===== src/hdl/dibsp_pkg.sv =====
// Shared types, constants and a colour helper for the DIB to sprite byte converter.
`timescale 1ns / 1ps

package dibsp_pkg;

    localparam int DEF_MAX_WIDTH     = 4096;
    localparam int DEF_MAX_HEIGHT    = 4096;
    localparam int DEF_PALETTE_DEPTH = 256;

    localparam int DIM_W    = 13;   // width and height registers
    localparam int LEN_W    = 15;   // DIB row byte counts, up to three bytes per pixel
    localparam int SRW_W    = 14;   // sprite row width in bytes
    localparam int OFFSET_W = 24;
    localparam int CFG_IDX_W = 2;

    typedef enum logic [1:0] {
        MODE_1BPP  = 2'd0,
        MODE_4BPP  = 2'd1,
        MODE_8BPP  = 2'd2,
        MODE_24BPP = 2'd3
    } pixel_mode_t;

    typedef enum logic [CFG_IDX_W-1:0] {
        CFG_PIXEL_MODE   = 2'd0,
        CFG_IMAGE_WIDTH  = 2'd1,
        CFG_IMAGE_HEIGHT = 2'd2,
        CFG_UNUSED       = 2'd3
    } cfg_index_t;

    typedef enum logic [1:0] {
        PHASE_BLUE  = 2'd0,
        PHASE_GREEN = 2'd1,
        PHASE_RED   = 2'd2
    } phase_t;

    // Geometry derived from the configuration registers
    typedef struct packed {
        pixel_mode_t         mode;
        logic [LEN_W-1:0]    data_len;
        logic [LEN_W-1:0]    padded_len;
        logic [SRW_W-1:0]    row_width;
        logic [DIM_W-1:0]    top_row;
        logic [OFFSET_W-1:0] top_base;
    } geom_t;

    // Payload of the middle stage
    typedef struct packed {
        logic [OFFSET_W-1:0] offset;
        logic [7:0]          direct_byte;
        logic                last;
        logic                use_palette;
    } mid_t;

    function automatic logic [7:0] reduce_colour(input logic [7:0] r, input logic [7:0] g,
                                                 input logic [7:0] b);
        logic [7:0] any_bits;
        logic [7:0] v;
        any_bits = r | g | b;
        v = {b[7], g[7], g[6], r[7], b[6], r[6], any_bits[5], any_bits[4]};
        return v;
    endfunction

endpackage


===== src/hdl/dibsp_cfg.sv =====
// Configuration registers and the row geometry derived from them.
`timescale 1ns / 1ps

module dibsp_cfg
    import dibsp_pkg::*;
#(
    parameter int MAX_WIDTH  = DEF_MAX_WIDTH,
    parameter int MAX_HEIGHT = DEF_MAX_HEIGHT
)
(
    input  logic                 clk,
    input  logic                 rst_n,
    input  logic                 cfg_we,
    input  logic [CFG_IDX_W-1:0] cfg_index,
    input  logic [DIM_W-1:0]     cfg_wdata,
    output geom_t                geom,
    output geom_t                geom_load,
    output logic                 restart
);

    localparam logic [31:0] MaxW32 = 32'(MAX_WIDTH);
    localparam logic [31:0] MaxH32 = 32'(MAX_HEIGHT);

    pixel_mode_t       mode_reg, mode_next;
    logic [DIM_W-1:0]  width_reg, width_next;
    logic [DIM_W-1:0]  height_reg, height_next;
    geom_t             geom_reg;

    logic [DIM_W-1:0]  eff_w;
    logic [DIM_W-1:0]  eff_h;
    logic [LEN_W-1:0]  w_ext;
    logic [LEN_W-1:0]  dlen;
    logic [SRW_W-1:0]  srw;
    logic [SRW_W-1:0]  w_srw;
    logic [DIM_W+SRW_W-1:0] product;

    always_comb
    begin
        mode_next   = mode_reg;
        width_next  = width_reg;
        height_next = height_reg;
        restart     = 1'b0;
        if (cfg_we)
        begin
            unique case (cfg_index)
                CFG_PIXEL_MODE:
                begin
                    mode_next = pixel_mode_t'(cfg_wdata[1:0]);
                    restart   = 1'b1;
                end
                CFG_IMAGE_WIDTH:
                begin
                    width_next = cfg_wdata;
                    restart    = 1'b1;
                end
                CFG_IMAGE_HEIGHT:
                begin
                    height_next = cfg_wdata;
                    restart     = 1'b1;
                end
                default: ;
            endcase
        end
    end

    // Geometry of the configuration being written
    always_comb
    begin
        eff_w = width_next;
        if (width_next == '0)
            eff_w = DIM_W'(1);
        else if (32'(width_next) > MaxW32)
            eff_w = MaxW32[DIM_W-1:0];

        eff_h = height_next;
        if (height_next == '0)
            eff_h = DIM_W'(1);
        else if (32'(height_next) > MaxH32)
            eff_h = MaxH32[DIM_W-1:0];

        w_ext = LEN_W'(eff_w);
        w_srw = SRW_W'(eff_w);
        unique case (mode_next)
            MODE_1BPP:
            begin
                dlen = (w_ext + LEN_W'(7)) >> 3;
                srw  = ((w_srw + SRW_W'(31)) >> 5) << 2;
            end
            MODE_4BPP:
            begin
                dlen = (w_ext + LEN_W'(1)) >> 1;
                srw  = ((w_srw + SRW_W'(7)) >> 3) << 2;
            end
            MODE_8BPP:
            begin
                dlen = w_ext;
                srw  = ((w_srw + SRW_W'(3)) >> 2) << 2;
            end
            default:
            begin
                dlen = (w_ext << 1) + w_ext;
                srw  = ((w_srw + SRW_W'(3)) >> 2) << 2;
            end
        endcase

        geom_load.mode       = mode_next;
        geom_load.data_len   = dlen;
        geom_load.padded_len = (dlen + LEN_W'(3)) & ~LEN_W'(3);
        geom_load.row_width  = srw;
        geom_load.top_row    = eff_h - DIM_W'(1);
        product              = (DIM_W+SRW_W)'(geom_load.top_row) * (DIM_W+SRW_W)'(srw);
        geom_load.top_base   = product[OFFSET_W-1:0];
    end

    always_ff @(posedge clk or negedge rst_n)
    begin
        if (!rst_n)
        begin
            mode_reg            <= MODE_8BPP;
            width_reg           <= DIM_W'(1);
            height_reg          <= DIM_W'(1);
            geom_reg.mode       <= MODE_8BPP;
            geom_reg.data_len   <= LEN_W'(1);
            geom_reg.padded_len <= LEN_W'(4);
            geom_reg.row_width  <= SRW_W'(4);
            geom_reg.top_row    <= '0;
            geom_reg.top_base   <= '0;
        end
        else if (restart)
        begin
            mode_reg   <= mode_next;
            width_reg  <= width_next;
            height_reg <= height_next;
            geom_reg   <= geom_load;
        end
    end

    assign geom = geom_reg;

endmodule


===== config.mk =====
export PLATFORM = sky130hd
export DESIGN_NAME = dibsp_cfg
export DESIGN_NICKNAME = d
export VERILOG_FILES = /design/src/hdl/dibsp_pkg.sv /design/src/hdl/dibsp_cfg.sv
export SDC_FILE = /design/constraint.sdc
export NUM_CORES = 1
export LEC_CHECK = 0
export BUFFER_PORTS_ARGS = -buffer_cell sky130_fd_sc_hd__buf_2
export CAP_MARGIN = 10
export CORE_ASPECT_RATIO = 0.8
export CORE_UTILIZATION = 59
export DETAILED_ROUTE_END_ITERATION = 10
export GPL_ROUTABILITY_DRIVEN = 0
export PLACE_DENSITY = 0.83
export SYNTH_ARGS = -nofsm -noshare
export SYNTH_HDL_FRONTEND = slang
export SYNTH_SLANG_ARGS = --single-unit

===== constraint.sdc =====
create_clock -name clk -period 19.63 [get_ports clk]
set_input_delay 3.926 -clock clk [delete_from_list [all_inputs] [get_ports clk]]
set_output_delay 3.926 -clock clk [all_outputs]
set_load 0.05 [all_outputs]

Yosys cells after proc, flatten, opt, wreduce, memory -nomap -nowiden
Index checks and enable logic that the tools add are counted.
{"block": "word_totals", "register_bits": 107, "inputBits": 18, "out_inout_bits": 167, "wordCells": 42}
{"block": "op_classes", "n_addsub": 8, "multipliers": 1, "n_lt_le_gt_ge": 2, "n_eq_ne": 4, "n_mux": 14, "reduce_logical": 5}
{"cell": "$mux W13", "n": 8}
{"cell": "$pmux W15 S3", "n": 1}
{"cell": "$add A13 B3 Y14 const B", "n": 2}
{"cell": "$pmux W14 S2", "n": 1}
{"cell": "$gt A13 B13 Y1 const B", "n": 2}
{"cell": "$logic_not A13 Y1", "n": 2}
{"cell": "$mul A13 B14 Y24", "n": 1}
{"cell": "$add A14 B13 Y15", "n": 1}
{"cell": "$add A15 B2 Y15 const B", "n": 1}
{"cell": "$add A13 B1 Y14 const B", "n": 1}
{"cell": "$add A13 B2 Y14 const B", "n": 1}
{"cell": "$add A13 B5 Y14 const B", "n": 1}
{"cell": "$sub A13 B1 Y13 const B", "n": 1}
{"cell": "$eq A2 B1 Y1 const B", "n": 2}
{"cell": "$eq A2 B2 Y1 const B", "n": 2}
{"cell": "$logic_not A2 Y1", "n": 2}
{"cell": "$mux W2", "n": 2}
{"cell": "$reduce_or A3 Y1", "n": 1}
{"cell": "$mux W1", "n": 2}

Depth between registers and ports, before layout
{"block": "depth", "depth_word": 9, "depth_mapped": 39, "depth_no_buf": 36}

Worst setup path before layout
No wires, ideal clock.
{"block": "synth_timing", "kind": "input port to output port", "from": "in cfg_wdata[4]", "to": "out geom_load[23] (netlist name)", "arrival_ns": 13.187, "required_time_ns": 15.704, "setup_slack_ns": 2.517, "path_stages": 36, "path_cell_list": "or3_4 -> or4_1 -> buf_2 -> o211a_1 -> buf_6 -> nor4b_4 -> inv_1 -> ha_1 -> nand4_1 -> o211ai_1 -> a21oi_1 -> nor2b_1 -> xnor2_1 -> nor2_1 -> a211oi_1 -> clkinv_1 -> nand2_1 -> fa_1 -> inv_1 -> fa_1 -> inv_1 -> fa_1 -> inv_1 -> fa_1 -> inv_1 -> fa_1 -> inv_1 -> ha_1 -> nand3_1 -> or4_1 -> a31oi_1 -> a21oi_1 -> o21ai_0 -> a31o_2 -> xnor3_1 -> inv_1"}
{"element": "start, declared", "line": "dibsp_cfg.sv:15", "text": "input logic [DIM_W-1:0] cfg_wdata,"}
{"element": "end, declared", "line": "dibsp_cfg.sv:17", "text": "output geom_t geom_load,"}

==> impl_metrics.json <==
{
  "status": "complete, no violations",
  "syn-instance-count": 1430,
  "gr-total-overflow": 0,
  "clock_path_buffers": 2,
  "clk_root_buffer_cell": "sky130_fd_sc_hd__clkbuf_16",
  "fin_setup_tns_ns": 0,
  "post_cts_hold_buffer_count": 0,
  "largest_register_ffs": 77,
  "skew_ns": 0.01692,
  "yosysWarningCount": 0,
  "max_slew_headroom_pct": 19.10,
  "drt_first_iter_violations": 1069,
  "detailedRoute.firstPassIterationCount": 6,
  "worstPathMaxFanout": 11,
  "dp_hpwl_mm": 26.29,
  "synth_largest_area_cell": "sky130_fd_sc_hd__dfrtp_1",
  "die-width_um": 159.2,
  "netlist-cell-type-count": 77,
  "timing.critical_path.from_type": "input pin",
  "number_of_i_o_pins": 185,
  "design.core.area_um2": 19140,
  "clkTransAtPathRegs_ns": 0.08,
  "number_of_port_buffers": 172,
  "primary_ff_master_synth": "sky130_fd_sc_hd__dfrtp_1",
  "cts_post_setup_buffers_inserted": 0,
  "finalWirelength_mm": 33.86,
  "max_freq_mhz": 54.86,
  "setup_viol_count_final": 0,
  "timing.critical_path.arrival_ns": 14.30,
  "layout-area-overhead-vs-synth_pct": 11.95,
  "async_flop_share_pct": 100.0,
  "htree_num_levels": 3,
  "wl_per_cell_um": 18.39,
  "tightest_slew_ns": 1.205,
  "min-delay-path-class": "register to register",
  "avgSynthCellArea_um2": 8.152,
  "hold_viol": 0,
  "worst_path_most_repeated_cell": "sky130_fd_sc_hd__inv_1",
  "floorplan.die_area_um2": 20330,
  "layout-drive-gt1-share_pct": 16.56,
  "timing.final.max_slew_violations": 0,
  "synth_edf_count": 0,
  "final.min_clock_period_ns": 18.23,
  "layout.cells.most_common_list": "sky130_fd_sc_hd__nand2_1 (265), sky130_fd_sc_hd__inv_1 (205), sky130_fd_sc_hd__buf_2 (171)",
  "routed-via-count": 10650,
  "total_routing_usage_reported_by_global_routing_pct": 34.52,
  "proportion_of_synthesized_chip_area_in_sequential_cells_pct": 22.17,
  "synthesized_flop_and_latch_total": 103,
  "most_common_cell_after_layout_fill_and_taps_aside": "sky130_fd_sc_hd__nand2_1",
  "route.detailed.drc": 0,
  "rsz0062_at_grt": "no",
  "placement_rows": 45,
  "tritoncts": "done",
  "die_y_um": 127.7,
  "grt_pass1_wl_mm": 54.51,
  "antenna_found_initial": 0,
  "post-synth-top-area-fraction_pct": 20.82,
  "critPathRequiredTime_ns": 15.70,
  "cts_buffers": 9,
  "fin_nets": 1783,
  "clock_insertion_delay_worst_skew_ns": 0.37,
  "critical-path-max-stage-delay_ns": 1.00,
  "placedInstanceArea_um2": 12750,
  "criticalPathCategory": "input pin to output port",
  "antenna_violating_nets_left": 0,
  "cts_sinks": 103,
  "slowest_stage": "sky130_fd_sc_hd__xnor2_1",
  "timing.max_cap.violations": 0,
  "final.period_utilization_pct": 92.87,
  "synth_area_leaders": "sky130_fd_sc_hd__dfrtp_1 (21%), sky130_fd_sc_hd__fa_1 (19%), sky130_fd_sc_hd__nand2_1 (8.6%), sky130_fd_sc_hd__ha_1 (8.5%), sky130_fd_sc_hd__inv_1 (6.6%)",
  "avgViaCountPerCell": 5.782,
  "maximum_number_of_pins_on_one_net_before_global_route_repair": 91,
  "netlist_area_um2": 11660,
  "setup.worst_path.end_class": "output port",
  "via_count_of_the_first_global_routing_pass": 10320,
  "layout.cell_area.non_filler_um2": 13050,
  "floorplan.initialDensity_pct": 60.90,
  "cts-resized-gates": 0
}
## worst paths after layout
path	start	end	slack [ns]	cells after the start
max	cfg_wdata[3]	geom_load[23]	1.40	30
min	geom[53]	geom[53]	0.46	2
max reg2reg	width_reg[3]	geom[23]	9.69	33
min reg2reg	geom[53]	geom[53]	0.46	2
max in group asynchronous	rst_n	geom[11]	14.88	2
min in group asynchronous	rst_n	geom[81]	3.58	1
## synth_stat cells, drive strengths merged, types with 5 or more instances
cell type / count
a31oi: 11
nor2: 148
a211oi: 6
nand4: 6
nor3: 19
buf: 20
mux2i: 18
xor2: 28
or3: 7
inv: 209
mux2: 16
dfrtp: 97
o211ai: 11
fa: 109
nand3: 16
o21a: 5
xnor2: 47
and3: 12
nand3b: 8
nand2b: 10
nand2: 266
nor2b: 10
o21ai: 66
nor4: 9
a21oi: 44
a21o: 6
and2: 12
ha: 79
nor4b: 5
clkbuf: 46
clkinv: 11
dfstp: 6
or2: 10
o31ai: 8
## worst max-delay path: cells and delay by family
| kind | cells | cell delay [ns] |
|---|---|---|
| buffers and inverters | 9 | 1.57 |
| xor gates and xnor gates | 2 | 1.40 |
| and+or+nand+nor | 6 | 2.17 |
| adders and majority gates | 7 | 3.46 |
| AOI/OAI and AO/OA | 6 | 1.78 |
## cells by family (layout without fill, tap and decap cells)
family          Yosys count  in the layout  share of synthesized area [%]
compound gates          192            192                          10.55
other cells               1             13                        0.03217
flops                   103            103                          22.17
fa+ha+maj               188            188                          27.20
xor+xnor                 76             76                          5.828
simple gates            550            550                          21.42
buf+inv                 286            427                          9.703
mux                      34             34                          3.091
## area by class of cell
class,count,area (µm²)
multi-input cells,1052,8009
fillers,1562,6093
flip-flops and latches,103,2585
repair buffers,191,1006
inverters,220,825.8
well taps,258,322.8
clock buffers,9,225.2
clock inverters,7,73.82
diodes,1,2.502
## stage by stage
step	instances	hold slack [ns]	utilization (%)	setup slack, ns
2_1_floorplan	1441	0.4585	-	2.517
3_3_place_gp	1824	0.4449	66.59	1.829
3_5_place_dp	1824	0.4475	66.59	1.734
4_1_cts	1840	0.4620	68.16	1.654
5_1_grt	1840	0.4879	68.16	1.026
6_report	1841	0.4607	68.17	1.400
## metal layers
| metal | up-vias | part of all wire (%) | global-route usage [%] |
|---|---|---|---|
| met1 | 5010 | 42 | 48.31 |
| met3 | 97 | 14 | 11.58 |
| li1 | 4834 | - | - |
| met5 | - | 0 | 0 |
| met4 | 0 | 3.2 | 12.67 |
| met2 | 704 | 42 | 49.82 |
Power is left out: the tool's default activity adds up to more than one toggle a clock period on the data nets, which glitch-free logic cannot reach.
