File: config.mk
export PLATFORM = sky130hd
export DESIGN_NAME = dibsp_track
export DESIGN_NICKNAME = d
export VERILOG_FILES = /design/src/hdl/dibsp_pkg.sv /design/src/hdl/dibsp_track.sv
export SDC_FILE = /design/constraint.sdc
export NUM_CORES = 1
export LEC_CHECK = 0
export BUFFER_PORTS_ARGS = -buffer_cell sky130_fd_sc_hd__buf_2
export CORE_UTILIZATION = 55
export DETAILED_ROUTE_END_ITERATION = 8
export PLACE_DENSITY = 0.86
export SYNTH_ARGS = -nofsm -noshare
export SYNTH_HDL_FRONTEND = slang
export SYNTH_SLANG_ARGS = --single-unit
File: constraint.sdc
create_clock -name clk -period 5 [get_ports clk]
set_clock_uncertainty 0.2 [all_clocks]
set_input_delay 0.75 -clock clk [delete_from_list [all_inputs] [get_ports clk]]
set_output_delay 0.75 -clock clk [all_outputs]
set_load 0.02 [all_outputs]
File: src/hdl/dibsp_pkg.sv
// Shared types, constants and a colour helper for the DIB to sprite byte converter.
`timescale 1ns / 1ps

package dibsp_pkg;

    localparam int DEF_MAX_WIDTH     = 4096;
    localparam int DEF_MAX_HEIGHT    = 4096;
    localparam int DEF_PALETTE_DEPTH = 256;

    localparam int DIM_W    = 13;   // width and height registers
    localparam int LEN_W    = 15;   // DIB row byte counts, up to three bytes per pixel
    localparam int SRW_W    = 14;   // sprite row width in bytes
    localparam int OFFSET_W = 24;
    localparam int CFG_IDX_W = 2;

    typedef enum logic [1:0] {
        MODE_1BPP  = 2'd0,
        MODE_4BPP  = 2'd1,
        MODE_8BPP  = 2'd2,
        MODE_24BPP = 2'd3
    } pixel_mode_t;

    typedef enum logic [CFG_IDX_W-1:0] {
        CFG_PIXEL_MODE   = 2'd0,
        CFG_IMAGE_WIDTH  = 2'd1,
        CFG_IMAGE_HEIGHT = 2'd2,
        CFG_UNUSED       = 2'd3
    } cfg_index_t;

    typedef enum logic [1:0] {
        PHASE_BLUE  = 2'd0,
        PHASE_GREEN = 2'd1,
        PHASE_RED   = 2'd2
    } phase_t;

    // Geometry derived from the configuration registers
    typedef struct packed {
        pixel_mode_t         mode;
        logic [LEN_W-1:0]    data_len;
        logic [LEN_W-1:0]    padded_len;
        logic [SRW_W-1:0]    row_width;
        logic [DIM_W-1:0]    top_row;
        logic [OFFSET_W-1:0] top_base;
    } geom_t;

    // Payload of the middle stage
    typedef struct packed {
        logic [OFFSET_W-1:0] offset;
        logic [7:0]          direct_byte;
        logic                last;
        logic                use_palette;
    } mid_t;

    function automatic logic [7:0] reduce_colour(input logic [7:0] r, input logic [7:0] g,
                                                 input logic [7:0] b);
        logic [7:0] any_bits;
        logic [7:0] v;
        any_bits = r | g | b;
        v = {b[7], g[7], g[6], r[7], b[6], r[6], any_bits[5], any_bits[4]};
        return v;
    endfunction

endpackage

File: src/hdl/dibsp_track.sv
// Stream position tracking and per-byte conversion into the middle stage.
`timescale 1ns / 1ps

module dibsp_track
    import dibsp_pkg::*;
(
    input  logic       clk,
    input  logic       rst_n,
    input  geom_t      geom,
    input  geom_t      geom_load,
    input  logic       restart,
    input  logic       advance,
    input  logic       pix_fire,
    input  logic [7:0] data_byte,
    output logic       mid_valid,
    output mid_t       mid
);

    logic [DIM_W-1:0]    row_reg, row_next;
    logic [LEN_W-1:0]    pos_reg, pos_next;
    logic [DIM_W-1:0]    col3_reg, col3_next;
    phase_t              phase_reg, phase_next;
    logic [7:0]          blue_reg, blue_next;
    logic [7:0]          green_reg, green_next;
    logic [OFFSET_W-1:0] base_reg, base_next;
    logic                mid_valid_reg;
    mid_t                mid_reg, mid_next;

    logic [LEN_W-1:0]    pos_inc;
    logic                in_row;
    logic                emit;
    logic [7:0]          rev;

    always_comb
    begin
        for (int i = 0; i < 8; i++)
            rev[7-i] = data_byte[i];
    end

    always_comb
    begin
        row_next   = row_reg;
        pos_next   = pos_reg;
        col3_next  = col3_reg;
        phase_next = phase_reg;
        blue_next  = blue_reg;
        green_next = green_reg;
        base_next  = base_reg;
        emit       = 1'b0;

        pos_inc = pos_reg + LEN_W'(1);
        in_row  = (pos_reg < geom.data_len);

        mid_next.direct_byte = data_byte;
        mid_next.use_palette = 1'b0;
        mid_next.offset      = base_reg + OFFSET_W'(pos_reg);
        mid_next.last        = (row_reg == '0) && (pos_inc == geom.data_len);

        unique case (geom.mode)
            MODE_1BPP:
            begin
                mid_next.direct_byte = rev;
                emit = in_row;
            end
            MODE_4BPP:
            begin
                mid_next.direct_byte = {data_byte[3:0], data_byte[7:4]};
                emit = in_row;
            end
            MODE_8BPP:
            begin
                mid_next.use_palette = 1'b1;
                emit = in_row;
            end
            default:
            begin
                mid_next.direct_byte = reduce_colour(data_byte, green_reg, blue_reg);
                mid_next.offset      = base_reg + OFFSET_W'(col3_reg);
                if (in_row)
                begin
                    case (phase_reg)
                        PHASE_BLUE:
                        begin
                            blue_next  = data_byte;
                            phase_next = PHASE_GREEN;
                        end
                        PHASE_GREEN:
                        begin
                            green_next = data_byte;
                            phase_next = PHASE_RED;
                        end
                        default:
                        begin
                            emit       = 1'b1;
                            col3_next  = col3_reg + DIM_W'(1);
                            phase_next = PHASE_BLUE;
                        end
                    endcase
                end
            end
        endcase

        // End of the padded DIB row: step one sprite row up, or wrap to the top
        if (pos_inc >= geom.padded_len)
        begin
            pos_next   = '0;
            col3_next  = '0;
            phase_next = PHASE_BLUE;
            if (row_reg == '0)
            begin
                row_next   = geom.top_row;
                base_next  = geom.top_base;
                blue_next  = '0;
                green_next = '0;
            end
            else
            begin
                row_next  = row_reg - DIM_W'(1);
                base_next = base_reg - OFFSET_W'(geom.row_width);
            end
        end
        else
        begin
            pos_next = pos_inc;
        end
    end

    always_ff @(posedge clk or negedge rst_n)
    begin
        if (!rst_n)
        begin
            row_reg   <= '0;
            pos_reg   <= '0;
            col3_reg  <= '0;
            phase_reg <= PHASE_BLUE;
            blue_reg  <= '0;
            green_reg <= '0;
            base_reg  <= '0;
        end
        else if (restart)
        begin
            row_reg   <= geom_load.top_row;
            pos_reg   <= '0;
            col3_reg  <= '0;
            phase_reg <= PHASE_BLUE;
            blue_reg  <= '0;
            green_reg <= '0;
            base_reg  <= geom_load.top_base;
        end
        else if (pix_fire)
        begin
            row_reg   <= row_next;
            pos_reg   <= pos_next;
            col3_reg  <= col3_next;
            phase_reg <= phase_next;
            blue_reg  <= blue_next;
            green_reg <= green_next;
            base_reg  <= base_next;
        end
    end

    always_ff @(posedge clk or negedge rst_n)
    begin
        if (!rst_n)
            mid_valid_reg <= 1'b0;
        else if (advance)
            mid_valid_reg <= pix_fire && emit;
    end

    always_ff @(posedge clk)
    begin
        if (advance)
            mid_reg <= mid_next;
    end

    assign mid_valid = mid_valid_reg;
    assign mid       = mid_reg;

endmodule

# Yosys cells after proc, flatten, opt, wreduce, memory -nomap -nowiden
# Cells that the tools add are included.
[word_totals]
regBits = 118
output_inout_bits = 35
in_bits = 179
[classes]
bitwise_logic = 2
muxes = 43
addsub = 6
n_lt_le_gt_ge = 2
eq_ne = 6
reduce_logical = 13
[ops]
columns = ["op", "count"]
rows = [
  ["13-bit 2-to-1 mux", 10],
  ["24-bit 2-to-1 mux", 5],
  ["8-bit 2-to-1 mux", 14],
  ["15-bit 2-to-1 mux", 3],
  ["24-bit by 13-bit adder with 24-bit output", 1],
  ["24-bit by 15-bit adder with 24-bit output", 1],
  ["8-bit one-hot mux with 3 select lines", 1],
  ["24-bit by 14-bit subtractor with 24-bit output", 1],
  ["15-bit by 1-bit adder with 15-bit output (second input constant)", 1],
  ["15-bit == test", 1],
  ["15-bit greater-or-equal comparator", 1],
  ["15-bit less-than comparator", 1],
  ["13-bit by 1-bit adder with 13-bit output (second input constant)", 1],
  ["13-bit zero test", 1],
  ["13-bit by 1-bit subtractor with 13-bit output (second input constant)", 1],
  ["6-bit OR", 2],
  ["2-bit 2-to-1 mux", 5],
  ["3-bit by 1-bit != test with 1-bit output (second input constant)", 2],
  ["2-bit by 1-bit == test with 1-bit output (second input constant)", 2],
  ["2-bit zero test", 2],
  ["1-bit 2-to-1 mux", 4],
  ["2-bit one-hot mux with 2 select lines", 1],
  ["4-bit AND reduction", 1],
  ["2-bit nonzero test", 2],
  ["other kinds (7)", 8],
]

# Depth between registers and ports, before layout
[depth]
ltp_word = 8
mapped_depth = 16

# Least setup slack after synthesis
# Ideal clock, no wire load.
[synth_path]
path_kind = "register to register"
start = "reg pos_reg[0]"
end = "reg pos_reg[6]"
path_buffers = 2
setup_ns = 0.082
path_slack_ns = 0.659
stages_incl_launch_ff = 16
synth_period_minus_slack_ns = 4.341
t_arrival_ns = 4.059
cell_sequence = "dfrtp_1 > ha_1 > nand3_1 > nor3_1 > and3_1 > clkbuf_1 > xor2_1 > ha_1 > a211oi_1 > o21ai_0 > a2111oi_1 > o2111ai_1 > a21oi_2 > buf_4 > o21ai_0 > a31oi_1"
[synth_via]
elab_chain_cells = 5
[synth_lines]
columns = ["element", "line", "rtl"]
rows = [
  ["from (decl)", "dibsp_track.sv:20", "logic [LEN_W-1:0] pos_reg, pos_next;"],
  ["from (signal assigned)", "dibsp_track.sv:153", "pos_reg <= pos_next;"],
  ["15-bit by 1-bit adder with 15-bit output (*)", "dibsp_track.sv:51", "pos_inc = pos_reg + LEN_W'(1);"],
  ["15-bit greater-or-equal comparator", "dibsp_track.sv:104", "if (pos_inc >= geom.padded_len)"],
  ["15-bit 2-to-1 mux (*)", "dibsp_track.sv:104", ""],
  ["15-bit 2-to-1 mux (*)", "dibsp_track.sv:150", "else if (pix_fire)"],
  ["15-bit 2-to-1 mux (*)", "dibsp_track.sv:140", "else if (restart)"],
]
# Every way passes the cells marked *; elsewhere a longest branch is shown, timed or not. The select of a mux whose other input is x is not followed.
# A chain may end at the register's enable or synchronous reset.

# Worst setup path in the final report
[layout_path]
start = "reg pos_reg[4]"
end = "reg pos_reg[13]"
# The elaborated chain is that of the path after synthesis.

==> impl_metrics.tcl <==
set metrics [dict create \
    postCtsSetupBuffers 0 \
    ios 214 \
    core_sq_um 15150 \
    vias 7955 \
    gp_congestion 0.9025 \
    cts_sinks 110 \
    max_cap_violations 0 \
    power_density_nw_per_um2 363.5 \
    clockBufferDepth 2 \
    reg2reg_to "pos_reg[13]" \
    endpoint "pos_reg[13]" \
    finalWirelength_um 22250 \
    wl_per_cell_um 17.03 \
    die_x_um 126.1 \
    drc 0 \
    status "complete, no violations" \
    drive_gt1_frac 0.2073 \
    largest_reg_flops 34 \
    crit_type "reg2reg" \
    r2r.worst_path.cells 14 \
    fin_nets 1357 \
    cts_resized 0 \
    fp.dieH_um 126.1 \
    fmax_ghz 0.2180 \
    r2r_slack_ns 0.41 \
    syn_nets 1211 \
    drt_iter0_drc 606 \
    cp_max_fo 12 \
    comb_power_share 0.407 \
    sw_frac_of_total 0.3818 \
    final_util 0.6475 \
    grt_pass1_vias 7524 \
    p_int_uw 2204 \
    seqPwrFrac 0.374 \
    synth_seq_area_share 0.3449 \
    finalSetupTns_ns 0 \
    synth-async-reset-ratio 0.6909 \
    timing.hold.ws_ns 0.3019 \
    port_buffers 167 \
    insertion_delay_ns 0.36 \
    antennaDiodeCount 0 \
    htree_levels 3 \
    cts_root_buf "clkbuf_16" \
    hold_viol 0 \
    grt_start_max_net_pins 77 \
    timing.final.crit_share 0.9174 \
    grt_setup_unrepaired "no" \
    crit_arrival_ns 4.66 \
    leakagePower_uw 0.004596 \
    worst_setup_path_end_kind "register" \
    relSlewSlack 0.3152 \
    dp_cells 1291 \
    peakVddDrop_mv 0.2101 \
    ys_types 76 \
    finalSetupViolCount 0 \
    netlist_instances 968 \
    areaGrowthSynthToFinish_pct 15.72 \
    dieArea_sq_um 15910 \
    initial_core_util 0.5595 \
    postCtsHoldBufs 0 \
    ant_nets 0 \
    synth_area_leaders "dfrtp_1 22%, edfxtp_1 12%, ha_1 9.2%" \
    dominantRegCellSynth "dfrtp_1" \
    cp-start-kind "register" \
    avgSynthCellArea_sq_um 8.755 \
    synth_top_cell_by_area "dfrtp_1" \
    slew_viol_final 0 \
    r2r_start "pos_reg[4]" \
    crit_required_ns 5.08 \
    antenna_found_initial 0 \
    stdcell_count 1307 \
    min_period_ns 4.587 \
    worst_slew_pin_slew_ns 1.027 \
    clockPowerShare 0.219 \
    syn-cell-area_sq_um 8474 \
    rows 45 \
    yosysWarnings 0 \
    hpwl_um 16670 \
    cts_tree "yes" \
    clk_pin_slew_worst_paths_ns 0.07 \
    crit_start "pos_reg[4]" \
    grt_overflow 0 \
    viasPerCell 6.086 \
    firstDrtPassIters 5 \
    synth-seq-cells 110 \
    p_switching_uw 1361 \
    synth_edf_count 34 \
    numCtsBuffers 9 \
    grtUsageTotal 0.2874 \
    holdCritPathClass "reg2reg" \
    grt_pass1_wl_um 36360 \
    synth_top_area_share 0.2244 \
]
power by group through the flow:
stage	clock, uW	sequential [uW]	combinational (uW)
floorplan	0	1350	1020
global placement	0	1340	1390
detailed placement	0	1350	1430
CTS	791	1330	1440
global route	824	1360	1620
finish	781	1330	1450
Yosys cell counts (all sizes together) (4+ instances only):
library cell,instances
nor3,28
ha,62
mux2,13
nand4,5
xnor2,47
inv,63
nand2b,12
nor2,73
a221oi,4
o21a,9
clkbuf,33
a2bb2oi,5
o21ai,67
o31ai,11
nand2,87
dfrtp,76
a21o,9
a31oi,20
nand3,28
a31o,4
nor2b,9
or3,12
a211oi,16
o2111ai,7
a211o,4
mux4,5
a22o,10
nor4,10
and3,15
xor2,21
edfxtp,34
o211ai,12
or4,7
a21oi,72
nor3b,4
buf,15
and2,7
o211a,5
stage by stage:
stage	power [uW]	setup WS, ns	area (sq um)
floorplan	2366	0.6592	8474
global placement	2731	0.6350	9492
detailed placement	2772	0.4863	9492
CTS	3560	0.4750	9807
global route	3801	0.09020	9807
finish	3565	0.4131	9807
worst min path at each step:
stage                           start  depth (start not counted)  slack [ns]     endpoint
after floorplan                 rst_n                          0        0.25  base_reg[0]
after global placement    row_reg[10]                          1        0.27  row_reg[10]
after detailed placement  row_reg[10]                          1        0.28  row_reg[10]
after CTS                 row_reg[10]                          1        0.30  row_reg[10]
after global routing      row_reg[10]                          1        0.31  row_reg[10]
final                     row_reg[10]                          1        0.30  row_reg[10]
placed cells by master (no fill, tap or decap), types with 4 or more instances in the layout:
cell type,Yosys,final
nor3b_1,4,4
a21o_1,9,9
and3_1,15,15
ha_1,62,62
a211o_1,4,4
mux4_2,5,5
o21ai_0,67,67
buf_4,3,16
a31oi_1,20,20
a21oi_1,71,71
o211a_1,5,5
o21a_1,9,9
and2_1,6,6
xnor2_1,47,47
a2bb2oi_1,5,5
nor2b_1,9,9
o31ai_1,11,11
buf_2,7,166
o2111ai_1,7,7
a22o_1,10,10
dfrtp_1,76,76
or4_1,5,5
nor4_1,10,10
xor2_1,21,21
nor2_1,73,73
nand4_1,5,5
edfxtp_1,34,34
mux2_2,13,13
nand2b_1,12,12
nand2_1,86,86
o211ai_1,12,12
a211oi_1,16,16
a221oi_1,4,4
or3_1,12,12
inv_1,63,63
clkbuf_16,0,9
nor3_1,28,27
nand3_1,27,26
cell type report:
| cell class | count | area (sq um) |
|---|---|---|
| multi-input combinational | 747 | 5126 |
| fill | 1274 | 5339 |
| clock inverter | 6 | 86.33 |
| tap | 188 | 235.2 |
| timing repair buffer | 183 | 970.9 |
| sequential | 110 | 2923 |
| clock buffer | 10 | 229.0 |
| inverter | 63 | 236.5 |
cell families after synthesis:
kind of cell	share of synthesized area
muxes	0.03174
DFF	0.3449
xor gates and xnor gates	0.07028
adders and majority gates	0.09626
AOI/OAI and AO/OA	0.2247
buffers and inverters	0.05241
and+or+nand+nor	0.1797
critical path, cell delays in order (launching register included):
cell and delay (ns):
dfrtp_1 0.55, nand3_1 0.26, nor3_1 0.45, nand2_1 0.16, xnor2_1 0.30, ha_1 0.30
o21ai_0 0.17, o21ai_0 0.13, a2111oi_1 0.47, buf_4 0.21, o2111ai_1 0.27, a21oi_2 0.54
buf_4 0.25, a31oi_1 0.09, a31oi_1 0.15
metal layers:
layer  global-route usage  routed length, um  part of all wire  up-vias
met2               0.4771              10470              0.47      345
met5                    0                  0                 0        -
li1                     -                  -                 -     3852
met3              0.04588               1596             0.072       43
met4               0.1127                640             0.029        0
met1               0.3764               9551              0.43     3715
No activity file was read; power rests on OpenSTA's default activity.
